### src/hdl/wsp_pkg.sv
package wsp_pkg;

  localparam int CLIP_W     = 51;  // exact clip coordinate, Q.26
  localparam int DIV_W      = 52;  // divider numerator, denominator and remainder
  localparam int FRAC_BITS  = 32;  // fraction bits of the Q1.32 ratio
  localparam int QUOT_W     = FRAC_BITS + 1;
  localparam int PROD_W     = QUOT_W + 16;
  localparam int QUEUE_DEPTH = 4;

  localparam logic [2:0] ST_OK       = 3'd0;
  localparam logic [2:0] ST_VP_EMPTY = 3'd1;
  localparam logic [2:0] ST_FB_EMPTY = 3'd2;
  localparam logic [2:0] ST_BEHIND   = 3'd3;
  localparam logic [2:0] ST_W_ZERO   = 3'd4;
  localparam logic [2:0] ST_X_OUT    = 3'd5;
  localparam logic [2:0] ST_Y_OUT    = 3'd6;

  localparam logic [2:0] REG_ROW0    = 3'd0;
  localparam logic [2:0] REG_ROW1    = 3'd1;
  localparam logic [2:0] REG_ROW2    = 3'd2;
  localparam logic [2:0] REG_ROW3    = 3'd3;
  localparam logic [2:0] REG_NEAR    = 3'd4;
  localparam logic [2:0] REG_FB_SIZE = 3'd5;
  localparam logic [2:0] REG_VP_SIZE = 3'd6;
  localparam logic [2:0] REG_VP_POS  = 3'd7;

  typedef struct packed {
    logic [2:0]       status;
    logic             absolute;
    logic [DIV_W-1:0] num_x;
    logic [DIV_W-1:0] num_y;
    logic [DIV_W-1:0] den;
  } wsp_item_t;

endpackage

### src/hdl/wsp_queue.sv
module wsp_queue import wsp_pkg::*; #(
  parameter int DEPTH = QUEUE_DEPTH
) (
  input  logic      clk,
  input  logic      rst,
  input  logic      push_valid,
  output logic      push_ready,
  input  wsp_item_t push_data,
  output logic      pop_valid,
  input  logic      pop_ready,
  output wsp_item_t pop_data
);

  localparam int PW = (DEPTH > 1) ? $clog2(DEPTH) : 1;
  localparam int CW = $clog2(DEPTH + 1);

  wsp_item_t        mem [DEPTH];
  logic [PW-1:0]    wr_ptr, rd_ptr;
  logic [CW-1:0]    count;
  logic             push, pop;

  assign push_ready = count != CW'(DEPTH);
  assign pop_valid  = count != '0;
  assign push       = push_valid && push_ready;
  assign pop        = pop_valid && pop_ready;
  assign pop_data   = mem[rd_ptr];

  always_ff @(posedge clk) begin
    if (push) begin
      mem[wr_ptr] <= push_data;
    end
  end

  always_ff @(posedge clk) begin
    if (rst) begin
      wr_ptr <= '0;
      rd_ptr <= '0;
      count  <= '0;
    end else begin
      if (push) begin
        wr_ptr <= (wr_ptr == PW'(DEPTH - 1)) ? '0 : wr_ptr + 1'b1;
      end
      if (pop) begin
        rd_ptr <= (rd_ptr == PW'(DEPTH - 1)) ? '0 : rd_ptr + 1'b1;
      end
      if (push && !pop) begin
        count <= count + 1'b1;
      end else if (pop && !push) begin
        count <= count - 1'b1;
      end
    end
  end

`ifndef SYNTHESIS
  a_count_range: assert property (@(posedge clk) disable iff (rst)
    count <= CW'(DEPTH)) else $error("queue count beyond depth");
  a_push_fill: assert property (@(posedge clk) disable iff (rst)
    push && !pop |=> count == $past(count) + 1'b1) else $error("queue count lost a push");
  a_empty_flag: assert property (@(posedge clk) disable iff (rst)
    pop_valid == (count != '0)) else $error("queue empty flag wrong");
`endif

endmodule

### config.mk
export PLATFORM = sky130hd
export DESIGN_NAME = wsp_queue
export DESIGN_NICKNAME = d
export VERILOG_FILES = /design/src/hdl/wsp_pkg.sv /design/src/hdl/wsp_queue.sv
export SDC_FILE = /design/constraint.sdc
export NUM_CORES = 1
export LEC_CHECK = 0
export BUFFER_PORTS_ARGS = -buffer_cell sky130_fd_sc_hd__clkbuf_2
export CAP_MARGIN = 20
export CORE_ASPECT_RATIO = 1.5
export CORE_UTILIZATION = 61
export CTS_BUF_LIST = sky130_fd_sc_hd__clkbuf_8 sky130_fd_sc_hd__clkbuf_16
export CTS_CLUSTER_SIZE = 10
export DETAILED_ROUTE_END_ITERATION = 10
export GPL_TIMING_DRIVEN = 1
export PLACE_DENSITY = 0.94
export RECOVER_POWER = 25
export SETUP_SLACK_MARGIN = 0.2
export SYNTH_ARGS = -nofsm -noshare
export SYNTH_HDL_FRONTEND = slang
export SYNTH_SLANG_ARGS = --single-unit
### constraint.sdc
create_clock -name clk -period 5.2 [get_ports clk]
set_input_delay 0.26 -clock clk [delete_from_list [all_inputs] [get_ports clk]]
set_output_delay 0.26 -clock clk [all_outputs]
set_load 0.01 [all_outputs]
## Yosys cells after proc, flatten, opt, wreduce, memory -nomap -nowiden

Memory sizes are Yosys's and may differ from the RTL's. A register that Yosys moved wholly into a read port is not among the register bits.
Cells that the tools add are included.
W data, S select, Z words.

- Memories: 1
- Register bits: 7
- Input port bits: 164
- Output and inout bits: 162
- Bits in writable memories: 640

- Multiplexer cells: 8
- Add/sub/neg operators: 4
- Reductions and logical operators: 8
- Equality and inequality tests: 3

Memories:

| memory | depth | bits a word | rd ports | clocked after Yosys merged registers in | wr ports | line | RTL |
|---|---|---|---|---|---|---|---|
| mem | 4 | 160 | 1 | 1 | 1 | wsp_queue.sv:17 | `wsp_item_t mem [DEPTH];` |

Operator list:

| kind | number |
|---|---|
| $mux W2 | 4 |
| $mux W3 | 2 |
| $add A2 B1 Y2 const B | 2 |
| $eq A2 B2 Y1 const B | 2 |
| $logic_and A1 B1 Y1 | 4 |
| $add A3 B1 Y3 const B | 1 |
| $ne A3 B3 Y1 const B | 1 |
| $reduce_bool A3 Y1 | 1 |
| $sub A3 B1 Y3 const B | 1 |
| $logic_not A1 Y1 | 2 |
| $mux W1 | 2 |
| $reduce_bool A2 Y1 | 1 |

## Logic depth before layout (Yosys ltp)

- Depth in word-level cells: 6
- Depth in mapped cells: 9

## Least setup slack after synthesis

OpenSTA, ideal clock, no wires.

- Kind: reg-to-reg
- Start: reg count[0]
- End: mem mem[0][0] in the netlist's numbering, enable pin
- Arrival: 2,681 ps
- Data required time: 4,751 ps
- Clock period less this slack: 3,130 ps
- Stages on the path, launching flop included: 4
- Path slack: 2,070 ps
- Cells stage by stage: dfxtp_1 or3b_1 clkbuf_2 and3_2

- Cells in the longest elaborated chain, start to end: 4

RTL lines:

| what | line | RTL |
|---|---|---|
| start: declaration | wsp_queue.sv:19 | `logic [CW-1:0] count;` |
| start signal: assignment | wsp_queue.sv:47 | `count <= count + 1'b1;` |
| start signal: assignment | wsp_queue.sv:49 | `count <= count - 1'b1;` |
| $ne A3 B3 Y1 | wsp_queue.sv:22 | `assign push_ready = count != CW'(DEPTH);` |
| via push_ready | wsp_queue.sv:7 | `output logic push_ready,` |
| $logic_and A1 B1 Y1 | wsp_queue.sv:24 | `assign push = push_valid && push_ready;` |
| $mux W1 | wsp_queue.sv:29 | `if (push) begin` |
| $mux W1 (implied by the code) | wsp_queue.sv:30 | `mem[wr_ptr] <= push_data;` |
| end: declaration | wsp_queue.sv:17 |  |

The timed path passes the listed nets, and every way through them passes these cells.

==> metrics.md <==
| Metric | Value |
|---|---|
| Status | `complete, no violations` |
| Syn nets | `1055` |
| Clock Latency Late Sink | `0.58 ns` |
| Cells along the critical path | `buf_4 -> mux4_2 -> clkbuf_2` |
| Vias/cell | `6.09` |
| Worst Setup Start Kind | `flop` |
| Clk sinks | `649` |
| Area leader, netlist | `edfxtp_1` |
| Slew @ Worst Pin | `1.07 ns` |
| Final Power | `13.8 mW` |
| Router iterations before antenna repair | `5` |
| Max-Cap Viols | `0` |
| Max Slew Vio Count | `0` |
| Final hold violation count | `0` |
| Crit path required time | `4.94 ns` |
| # IOs | `326` |
| Peak VDD IR | `0.372 mV` |
| First DRT Iteration DRCs | `920` |
| Die height | `243 um` |
| Area Growth Syn to Fin | `24.0%` |
| Setup crit end kind | `output port` |
| Layout Skew | `0.0179 ns` |
| Worst path max stage delay | `0.97 ns` |
| RD Place Congestion | `0.765` |
| GRT Overall Usage | `28.5%` |
| Mean post-synth cell area | `26.6 sq um` |
| Clock transition at the registers of the reported paths | `0.06 ns` |
| Worst Hold Slack | `0.0424 ns` |
| Remaining DRCs | `0` |
| Detail Route Antenna Nets | `0` |
| Core area | `37800 sq um` |
| Sequential-to-total area share from yosys stat | `82.4%` |
| Initial antenna violation count | `7` |
| Detailed placement HPWL | `27900 um` |
| PwrDens | `472 nW/um^2` |
| Tcrit/Tclk final | `58.8%` |
| Worst-path maximum fanout | `59` |
| H-Tree Depth | `3` |
| Cts bufs inserted | `74` |
| Final nets | `1589` |
| Largest net degree at the start of global routing | `102` |
| Slew Limit Headroom | `28.4%` |
| Count of instances resized after the clock tree is built | `0` |
| Layout Utilization | `77.3%` |
| Maximum clock path buffer count | `3` |
| IO Port Bufs | `325` |
| RSZ-0062 raised after global routing | `no` |
| Peak Freq | `327 MHz` |
| Share of layout cells above drive strength 1 | `34.0%` |
| Synth cell types | `26` |
| Die Area | `39400 sq um` |
| Crit path time final | `3.06 ns` |
| DR WL/cell | `28.3 um` |
| Slowest CP cell | `dfxtp_4` |
| Die X | `162 um` |
| Total grt overflow | `0` |
| Mapped Area | `23500 sq um` |
| Setup bufs post-CTS | `0` |
| P_leak | `9.72 nW` |
| Yosys reg bits | `649` |
| Setup violations, final | `0` |
| Initial core utilization | `62.3%` |
| Setup Crit Path Kind | `flop to output port` |
| Global-route wire length before repair | `80000 um` |
| Mapped Cells | `884` |
| Synthesis Warnings | `0` |
| Row count | `87` |
| Clk root buf | `clkbuf_16` |
| Hold Path Class | `input port to flop` |
| Area contributors post-synth | `edfxtp_1 82%, mux4_2 15%, dfxtp_1 0.77%, buf_6 0.53%, buf_2 0.38%` |
| Sum of negative setup slack | `0 ns` |
| CTS tree | `yes` |
| Top cell type's share of synthesized area | `81.6%` |
| Worst Path Arrival | `2.80 ns` |
| DRT Wirelength | `54500 um` |
| Vias in the first global route | `13.0k` |
| Via count | `11.7k` |
-- state kept, by name (all words and copies together) (netlist names), named ones only --
name / count
wr_ptr: 2
mem: 640
count: 3
rd_ptr: 2
-- per-layer routing --
metal | wire length (um) | up-vias | GRT usage, %
met5 | 13 | - | 0
met4 | 2450 | 2 | 13.7
met3 | 3610 | 141 | 5.16
met2 | 30400 | 650 | 51.6
met1 | 18000 | 6045 | 32.2
li1 | - | 4872 | -
-- repair_timing --
| action | in CTS | in global routing |
|---|---|---|
| setup endpoints to repair | 0 | 0 |
| hold endpoints to repair | 648 | 0 |
| hold buffers | 161 | 0 |
-- path summary, 6_finish.rpt --
| kind | from | end | slack [ns] | depth (start not counted) |
|---|---|---|---|---|
| max reg2reg | count[0]$_SDFFE_PP0P_ | mem[3][151]$_DFFE_PP_ | 2.56 | 3 |
| min | push_valid | wr_ptr[0]$_SDFFE_PP0P_ | 0.04 | 3 |
| max | flop | pop_data[7] | 2.14 | 3 |
| min reg2reg | rd_ptr[0]$_SDFFE_PP0P_ | flop | 0.50 | 2 |
-- through the flow --
stage               cells  worst slack [ns]  instance area [sq um]
floorplan             884              2.07                  23500
global placement     1670              2.57                  25700
finish               1922              2.14                  29200
detailed placement   1670              2.51                  25700
CTS                  1916              2.13                  29300
global route         1921              2.07                  29200
-- cell usage in the layout, fill, tap and decap left out, types with 2 or more instances in the layout --
master / instances
inv_6: 2
a21oi_1: 2
clkbuf_2: 226
buf_4: 3
mux2i_1: 3
diode_2: 6
mux4_2: 160
dfxtp_1: 7
xor2_1: 2
clkbuf_16: 77
clkbuf_1: 99
dlygate4sd3_1: 161
or3_2: 2
nand2b_1: 2
edfxtp_1: 640
ha_1: 6
inv_1: 9
dfxtp_4: 2
nor2_1: 3
and3_4: 4
buf_12: 7
-- synth_stat cells, drive strengths merged --
master	instances
dfxtp	9
and3	4
a21oi	2
xor2	2
clkbuf	9
nand3	1
nand2b	2
or3	3
nor2	3
buf	29
inv	3
edfxtp	640
o21ai	1
ha	6
nand2	1
and2	1
o31ai	2
or3b	1
mux2i	3
fa	1
nor3	1
mux4	160
-- critical path, delay by kind of cell (launching register included) --
family                 cells  cell delay [ns]
buffers and inverters      2             0.75
muxes                      1             0.45
DFF                        1             0.97
-- cell families (layout without fill, tap and decap cells) --
family / Yosys count / count (layout) / share of synthesized area [%]
buffers and inverters: 41 / 584 / 1.11
multiplexers: 163 / 163 / 15.4
other: 0 / 6 / 0
AND/OR/NAND/NOR: 17 / 17 / 0.452
adder cells (fa/ha/maj): 7 / 7 / 0.404
XOR/XNOR: 2 / 2 / 0.0744
AO/OA/AOI/OAI: 5 / 5 / 0.149
flip-flops: 649 / 649 / 82.4
-- layout make-up --
cell class              count  area (sq um)
flip-flops and latches    649         19400
clock inverters             8          40.0
inverters                   3          11.3
clock buffers              77          1930
fillers                  1895          8580
diodes                      6          15.0
multi-input cells         194          3900
repair buffers            496          3280
well taps                 489           612
-- power breakdown --
| part | internal, mW | switching [mW] | leakage, nW |
|---|---|---|---|
| Sequential | 6.35 | 0.201 | 5.94 |
| Clock | 2.60 | 1.88 | 0.990 |
| Combinational | 1.23 | 1.50 | 2.79 |
| Total | 10.2 | 3.59 | 9.72 |
No activity file was read; power rests on OpenSTA's default activity.
